### src/rtl/rqhyp_pkg.sv
package rqhyp_pkg;

	// input transaction, one pose pair in Q1.14
	typedef struct packed {
		logic signed [15:0] head_z;
		logic signed [15:0] head_y;
		logic signed [15:0] head_x;
		logic signed [15:0] head_w;
		logic signed [15:0] chest_z;
		logic signed [15:0] chest_y;
		logic signed [15:0] chest_x;
		logic signed [15:0] chest_w;
	} pose_item_t;

	typedef enum logic [1:0] {
		REG_YAW_LIMIT   = 2'd0,
		REG_PITCH_UPPER = 2'd1,
		REG_PITCH_LOWER = 2'd2
	} cfg_reg_t;

	localparam int ITEM_W    = 128;
	localparam int OUT_W     = 32;
	localparam int ANGLE_W   = 15;
	localparam int QUAT_W    = 20;  // rounded relative quaternion component
	localparam int MAT_W     = 44;  // rotation matrix entries, Q28
	localparam int R02_W     = 30;  // saturated R02
	localparam int SQ_VW     = 57;  // radicand, up to 2^56
	localparam int SQ_RW     = 29;  // root, up to 2^28
	localparam int CW        = 48;  // rotator datapath
	localparam int COS_EPS   = 268;
	localparam int ATAN_FRAC = 30;
	localparam int ATAN_LEN  = 24;

	localparam longint ATAN_Q30 [ATAN_LEN] = '{
		843314856, 497837829, 263043836, 133525158, 67021686, 33543515,
		16775850, 8388437, 4194282, 2097149, 1048575, 524287,
		262143, 131071, 65535, 32767, 16383, 8191,
		4095, 2047, 1023, 511, 255, 127
	};

	// round a Q30 angle to frac bits, half up
	function automatic longint angle_round(longint t, int frac);
		return (t + (longint'(1) <<< (ATAN_FRAC - 1 - frac))) >>> (ATAN_FRAC - frac);
	endfunction

endpackage

### src/rtl/rqhyp_queue.sv
module rqhyp_queue (
	input  logic                 clk,
	input  logic                 arst_n,
	input  logic                 push,
	input  rqhyp_pkg::pose_item_t din,
	output logic                 ready,
	input  logic                 pop,
	output logic                 not_empty,
	output rqhyp_pkg::pose_item_t dout
);
	import rqhyp_pkg::*;

	localparam int DEPTH = 4;
	localparam int AW    = $clog2(DEPTH);

	pose_item_t          mem_q [DEPTH];
	logic [AW-1:0]       wr_ptr_q;
	logic [AW-1:0]       rd_ptr_q;
	logic [AW:0]         count_q;
	logic                do_pop;

	assign ready     = (count_q != (AW+1)'(DEPTH));
	assign not_empty = (count_q != '0);
	assign do_pop    = pop && not_empty;
	assign dout      = mem_q[rd_ptr_q];

	always_ff @(posedge clk) begin
		if (push) begin
			mem_q[wr_ptr_q] <= din;
		end
	end

	always_ff @(posedge clk or negedge arst_n) begin
		if (!arst_n) begin
			wr_ptr_q <= '0;
			rd_ptr_q <= '0;
			count_q  <= '0;
		end else begin
			if (push) begin
				wr_ptr_q <= wr_ptr_q + 1'b1;
			end
			if (do_pop) begin
				rd_ptr_q <= rd_ptr_q + 1'b1;
			end
			if (push && !do_pop) begin
				count_q <= count_q + 1'b1;
			end else if (!push && do_pop) begin
				count_q <= count_q - 1'b1;
			end
		end
	end

endmodule

### config.mk
export PLATFORM = sky130hd
export DESIGN_NAME = rqhyp_queue
export DESIGN_NICKNAME = d
export VERILOG_FILES = /design/src/rtl/rqhyp_pkg.sv /design/src/rtl/rqhyp_queue.sv
export SDC_FILE = /design/constraint.sdc
export NUM_CORES = 1
export LEC_CHECK = 0
export BUFFER_PORTS_ARGS = -buffer_cell sky130_fd_sc_hd__buf_2
export CORE_MARGIN = 4
export CORE_UTILIZATION = 53
export CTS_BUF_LIST = sky130_fd_sc_hd__clkbuf_4 sky130_fd_sc_hd__clkbuf_8
export DETAILED_ROUTE_END_ITERATION = 10
export PLACE_DENSITY = 0.78
export SLEW_MARGIN = 20
export SYNTH_ARGS = -nofsm -noshare
export SYNTH_HDL_FRONTEND = slang
export SYNTH_SLANG_ARGS = --single-unit
### constraint.sdc
create_clock -name clk -period 3.9 [get_ports clk]
set_input_delay 1.17 -clock clk [delete_from_list [all_inputs] [get_ports clk]]
set_output_delay 1.17 -clock clk [all_outputs]
set_load 0.01 [all_outputs]
After elaboration in Yosys (flattened, before gate mapping). Memories as Yosys holds them, arrays and structs flattened. Cells that the tools add are included.

Output and inout bits: 130. RAM bits: 512. Input bits: 132. Word-level logic and storage cells: 20. Memories: 1. Register bits after elaboration: 7.

Reductions and logical operators: 7. $add $sub $neg: 4. Eq/ne operators: 1. Multiplexer cells: 4.

Memories: mem_q (depth 4, width 128, rd ports 1, clocked after Yosys merged registers in 0, write ports 1, line rqhyp_queue.sv:16) `pose_item_t mem_q [DEPTH];`.

Operators by type and width (count): 2-to-1 mux 3 bit (2); adder 2 x 1 -> 2 bit, second input constant (2); adder 3 x 1 -> 3 bit, second input constant (1); logical AND 1 bit (3); != test 3 bit, second input constant (1); nonzero test 3 bit (1); subtractor 3 x 1 -> 3 bit, second input constant (1); logical NOT 1 bit (2); 2-to-1 mux 1 bit (2); nonzero test 2 bit (1).

Logic depth before layout (Yosys ltp). Gate-level depths: netlist of the first run.

Word-level depth: 5. Mapped depth: 8. Mapped depth without buffers: 8.

Least setup slack after synthesis of the first run. No wires, ideal clock.

Path kind: input-to-reg. Start point: input push. End point: memory mem_q[3][0] (netlist bit), enable pin. Arrival: 4103 ps. Path buffers: 0. Setup slack: -705 ps. Stages on the path: 1. Path through: and2_1.

Word-level cells in the longest chain between the ends: 2.

Ends and longest elaborated chain: start, declared (line rqhyp_queue.sv:4) `input logic push,`; 2-to-1 mux 1 bit (line rqhyp_queue.sv:28) `if (push) begin`; 2-to-1 mux 1 bit (implied by the code) (line rqhyp_queue.sv:29) `mem_q[wr_ptr_q] <= din;`; end, declared (line rqhyp_queue.sv:16).

No other way between the ends.

==> impl_metrics.json, run 1 <==
{
  "status": "finished, final reports clean",
  "first_global_vias": 9260,
  "final_area_sq_um": 22400,
  "grt_antenna_before_repair": 5,
  "yosys.area_share.xor_xnor": 0.00279,
  "drt-wirelength-per-cell_um": 22.5,
  "floorplan.die.width_um": 197,
  "drt-initial-drc-count": 552,
  "clock-root-buffer": "sky130_fd_sc_hd__clkbuf_8",
  "synth_top_family_by_area": "multiplexers",
  "detail_route.drc_violations": 0,
  "die-area_sq_um": 38700,
  "detail_route.first_pass.iterations": 6,
  "grt_first_pass_wirelength_um": 53900,
  "final_common_cell": "sky130_fd_sc_hd__edfxtp_1",
  "hold_class": "in2async",
  "vdd_ir_drop_max_v": 0.000492,
  "synth_area_sq_um": 18900,
  "hpwlAfterDp_um": 21700,
  "clk_latency_ps": 610,
  "cts_htree_levels": 3,
  "worstSetupEndpointType": "primary output",
  "ys_warn_count": 0,
  "final.min_clock_period_ps": 3610,
  "post_synth_fa_ha_maj_area_fraction": 0.00438,
  "post_synth.cell_area_avg_sq_um": 26.8,
  "report.final.slew_viol_count": 0,
  "p_per_area_nw_per_um2": 747,
  "post-synth-top-area-cell": "sky130_fd_sc_hd__edfxtp_1",
  "worstMarginPinSlew_ps": 576,
  "worst_r2r_endpoint": "count_q[2]",
  "finalClockSkew_ps": 20.3,
  "syn_inst": 704,
  "postSynthNetCount": 842,
  "synth-compound-area-share": 0.000265,
  "grt_max_degree": 69,
  "tritoncts.num_buffers": 80,
  "post_cts_repair_setup_buffers": 0,
  "max_clock_freq_mhz": 277,
  "static-leakage-power_nw": 7.68,
  "via_to_cell_ratio": 5.49,
  "setup_ws_ps": 286,
  "cts.repair.resized": 0,
  "route.vias.total": 8536,
  "netlist-cell-type-count": 20,
  "max_cap_viol_count": 0,
  "crit_path_start_kind": "flop",
  "timing.critical_path.required_ps": 2730,
  "r2r_start": "count_q[1]",
  "synth.top_cells.by_area": "sky130_fd_sc_hd__edfxtp_1 81%, sky130_fd_sc_hd__mux4_2 15%, sky130_fd_sc_hd__dfrtp_1 0.93%",
  "max-slew-margin-rel": 0.616,
  "vertical_die_dimension_um": 197,
  "cts_sinks": 519,
  "most_frequent_cells_in_the_layout": "512 x sky130_fd_sc_hd__edfxtp_1, 261 x sky130_fd_sc_hd__buf_2, 128 x sky130_fd_sc_hd__mux4_2",
  "cts_hold_repair.buffers": 0,
  "synth_top_area_frac": 0.815,
  "setup.reg_to_reg.worst_slack_ps": 1800,
  "critical_path_peak_fanout": 47,
  "floorplan.initialDensity": 0.542,
  "final.setup.tns_ps": 0,
  "globalRouteTotalUtil": 0.183,
  "clock_slew_at_reported_path_ffs_ps": 60,
  "gp_routability_congestion": 0.728,
  "synth_mux_area_frac": 0.153,
  "synth_seq_cells": 519,
  "numPortBuffers": 261,
  "unrepaired_setup_endpoints_after_global_routing": "no",
  "grt_residual_overflow": 0,
  "clock_tree_from_tritoncts": "built",
  "crit_arrival_ps": 2440,
  "timing.reg2reg.worst_path_depth": 8,
  "floorplan.core_area_sq_um": 34800,
  "totalWireLength_um": 35000,
  "worst_path_class_setup": "reg2out",
  "worst_hold_slack_ps": 398,
  "synth_simple_gate_area_share": 0.00292,
  "io-pin-count": 262,
  "ant_nets": 0,
  "fin_crit_sh": 0.927,
  "area.growth.synth_to_final_pct": 18.7,
  "fp-row-count": 68,
  "num-nets-final": 1176,
  "hold_viol_final": 0,
  "synth_seq_area_share": 0.824,
  "post_route_cells_drive_above_1_share": 0.491,
  "placement.setup.worst_slack_ps": 892,
  "setup-violations-final": 0,
  "dpl-instance-area_sq_um": 20800,
  "clk_path_buf_depth": 3
}
flip-flops by register name (all words and copies together), names as in the netlist:
register,flops
mem_q,512
count_q,3
rd_ptr_q,2
wr_ptr_q,2
metal layers:
layer  wire length (um)  vias up  global-route usage
met3               3120       59              0.0660
li1                   -     3733                   -
met2              17300      319               0.285
met4                719        6              0.0627
met1              13800     4419               0.246
met5                 33        -                   0
metrics by stage:
stage | util | power, mW | std cells
detailed placement | 0.599 | 12.7 | 1411
floorplan | - | 10.8 | 704
finish | 0.643 | 16.7 | 1555
global route | 0.643 | 17.6 | 1554
CTS | 0.643 | 17.1 | 1552
global placement | 0.599 | 12.6 | 1411
cell usage after synthesis:
master and n:
sky130_fd_sc_hd__edfxtp_1 512, sky130_fd_sc_hd__mux4_2 128, sky130_fd_sc_hd__buf_2 15, sky130_fd_sc_hd__buf_6 10
sky130_fd_sc_hd__dfrtp_1 7, sky130_fd_sc_hd__ha_1 5, sky130_fd_sc_hd__and2_1 4, sky130_fd_sc_hd__inv_1 3
sky130_fd_sc_hd__nand2_1 3, sky130_fd_sc_hd__xnor2_1 3, sky130_fd_sc_hd__xor2_1 3, sky130_fd_sc_hd__clkbuf_1 2
sky130_fd_sc_hd__nor2_1 2, sky130_fd_sc_hd__buf_4 1, sky130_fd_sc_hd__buf_8 1, sky130_fd_sc_hd__fa_1 1
sky130_fd_sc_hd__mux2_2 1, sky130_fd_sc_hd__nand3_1 1, sky130_fd_sc_hd__o21ai_0 1, sky130_fd_sc_hd__or3_1 1
area by class of cell:
| cell class | instances | area, sq um |
|---|---|---|
| Antenna cell | 3 | 7.51 |
| Clock buffer | 107 | 1320 |
| Clock inverter | 34 | 215 |
| Fill cell | 2265 | 12400 |
| Inverter | 3 | 11.3 |
| Multi-Input combinational cell | 153 | 3100 |
| Sequential cell | 519 | 15600 |
| Tap cell | 455 | 569 |
| Timing Repair Buffer | 281 | 1610 |
how the worst max path moves through the flow:
stage | endpoint | startpoint | cells after the start | slack, ps
after CTS | dout[49] | rd_ptr_q[0] | 3 | 200
after floorplan | mem_q[1][0] | push | 1 | 700
after global placement | dout[82] | rd_ptr_q[0] | 3 | 900
after global routing | dout[49] | rd_ptr_q[0] | 3 | 120
final | dout[49] | rd_ptr_q[0] | 3 | 290
after detailed placement | dout[49] | rd_ptr_q[0] | 3 | 890
logic make-up (layout without fill, tap and decap cells):
logic type / count (synthesis) / after routing
other cells: 0 / 3
mux: 129 / 129
flops: 519 / 519
buf+inv: 32 / 425
simple gates: 11 / 11
fa+ha+maj: 6 / 6
xor+xnor: 6 / 6
compound gates: 1 / 1
worst max-delay path, stage by stage (launching register included):
cell	delay [ps]
sky130_fd_sc_hd__dfrtp_4	630
sky130_fd_sc_hd__buf_12	350
sky130_fd_sc_hd__mux4_2	590
sky130_fd_sc_hd__buf_2	170
power by group:
| group | internal, mW | total, mW | switching (mW) | leakage [nW] |
|---|---|---|---|---|
| Sequential | 7.29 | 7.64 | 0.347 | 4.78 |
| Combinational | 2.27 | 4.82 | 2.55 | 2.10 |
| Clock | 2.34 | 4.27 | 1.94 | 0.792 |
No activity file was read; power rests on OpenSTA's default activity.
==> run 2, diff against run 1 <==
- CAP_MARGIN: not set -> 5
- CORE_ASPECT_RATIO: not set -> 1.75
==> run 2 against run 1 <==
Total power down 1.0%. Worst setup slack better by 89 ps. Critical path depth unchanged. Cell count down 0.26%. Sequential share of layout area up 0.35 points. Highest routed layer unchanged.
==> impl_metrics.json, run 2 (synthesis results as in run 1) <==
{
  "first_global_vias": 9260,
  "route.vias.total": 8524,
  "drt-wirelength-per-cell_um": 23.3,
  "max-slew-margin-rel": 0.661,
  "num-nets-final": 1164,
  "worstMarginPinSlew_ps": 509,
  "hold_class": "in2async",
  "fin_crit_sh": 0.904,
  "regs_by_ff_count": "mem_q x512, count_q x3",
  "worstSetupEndpointType": "primary output",
  "tritoncts.num_buffers": 70,
  "final.min_clock_period_ps": 3530,
  "setup-violations-final": 0,
  "critical_path_peak_fanout": 18,
  "max_clock_freq_mhz": 284,
  "floorplan.core_area_sq_um": 35200,
  "final_common_cell": "sky130_fd_sc_hd__edfxtp_1",
  "clock-root-buffer": "sky130_fd_sc_hd__clkbuf_8",
  "most_frequent_cells_in_the_layout": "512 x sky130_fd_sc_hd__edfxtp_1, 261 x sky130_fd_sc_hd__buf_2, 128 x sky130_fd_sc_hd__mux4_2",
  "vdd_ir_drop_max_v": 0.000517,
  "unrepaired_setup_endpoints_after_global_routing": "no",
  "area.growth.synth_to_final_pct": 18.1,
  "placedCellCount": 1419,
  "hold_viol_final": 0,
  "globalRouteTotalUtil": 0.191,
  "floorplan.initialDensity": 0.536,
  "status": "finished, final reports clean",
  "setup_ws_ps": 375,
  "detail_route.first_pass.iterations": 4,
  "fp-row-count": 91,
  "report.final.slew_viol_count": 0,
  "detail_route.drc_violations": 0,
  "cts_hold_repair.buffers": 0,
  "largest_register": "mem_q",
  "cts_htree_levels": 3,
  "largest_reg_flops": 512,
  "gp_routability_congestion": 0.728,
  "p_per_area_nw_per_um2": 743,
  "worst_path_class_setup": "reg2out",
  "worst_hold_slack_ps": 401,
  "clk_path_buf_depth": 3,
  "grt_first_pass_wirelength_um": 54500,
  "ant_nets": 0,
  "post_cts_repair_setup_buffers": 0,
  "via_to_cell_ratio": 5.50,
  "clock_slew_at_reported_path_ffs_ps": 60,
  "drt-initial-drc-count": 510,
  "hpwlAfterDp_um": 22300,
  "io-pin-count": 262,
  "grt_max_degree": 71,
  "crit_arrival_ps": 2360,
  "numPortBuffers": 261,
  "fin_cells": 1551,
  "cts.repair.resized": 0,
  "timing.critical_path.required_ps": 2730,
  "max_cap_viol_count": 0,
  "totalWireLength_um": 36100,
  "placement.setup.worst_slack_ps": 930,
  "die-area_sq_um": 38800,
  "vertical_die_dimension_um": 258,
  "static-leakage-power_nw": 7.61,
  "crit_path_start_kind": "flop",
  "final.setup.tns_ps": 0,
  "finalClockSkew_ps": 18.1,
  "floorplan.die.width_um": 151,
  "setup.reg_to_reg.worst_slack_ps": 1780,
  "grt_residual_overflow": 0,
  "clk_latency_ps": 610,
  "post_route_cells_drive_above_1_share": 0.481,
  "grt_antenna_before_repair": 8,
  "clock_tree_from_tritoncts": "built",
  "cts_sinks": 519
}
-- run 2: final timing paths --
kind,from,endpoint,depth (start not counted)
max,rd_ptr_q[0],dout[78],3
min,arst_n,wr_ptr_q[0],1
max reg2reg,count_q[1],count_q[2],8
min reg2reg,count_q[2],count_q[2],1
max in group asynchronous,arst_n,rd_ptr_q[0],1
min in group clk,count_q[2],count_q[2],1
-- run 2: through the flow --
step	power [mW]	cell area, sq um	utilization
floorplan	10.8	18900	-
CTS	16.8	22300	0.633
global placement	12.6	20900	0.593
finish	16.6	22300	0.633
global route	17.4	22300	0.633
detailed placement	12.8	20900	0.593
-- run 2: layout make-up --
cell class / instances / area (sq um)
diodes: 8 / 20.0
clock buffers: 91 / 1140
clock inverters: 33 / 251
fillers: 2354 / 12900
inverters: 3 / 11.3
multi-input cells: 153 / 3100
flip-flops and latches: 519 / 15600
well taps: 465 / 582
repair buffers: 279 / 1620
-- run 2: power breakdown --
group / total [mW] / internal [mW] / switching (mW)
Sequential: 7.65 / 7.29 / 0.360
Combinational: 4.87 / 2.29 / 2.58
Clock: 4.05 / 2.18 / 1.87
-- run 2: critical path, stage by stage, from the launching register on --
cell and delay (ps):
sky130_fd_sc_hd__dfrtp_4 710, sky130_fd_sc_hd__buf_4 360, sky130_fd_sc_hd__mux4_2 540, sky130_fd_sc_hd__buf_2 160
-- run 2: metal layers --
metal | vias up | wire length [um] | GRT usage
met5 | - | 15 | 0
met2 | 267 | 20500 | 0.335
li1 | 3716 | - | -
met3 | 64 | 2080 | 0.0439
met4 | 4 | 1030 | 0.0847
met1 | 4473 | 12500 | 0.222
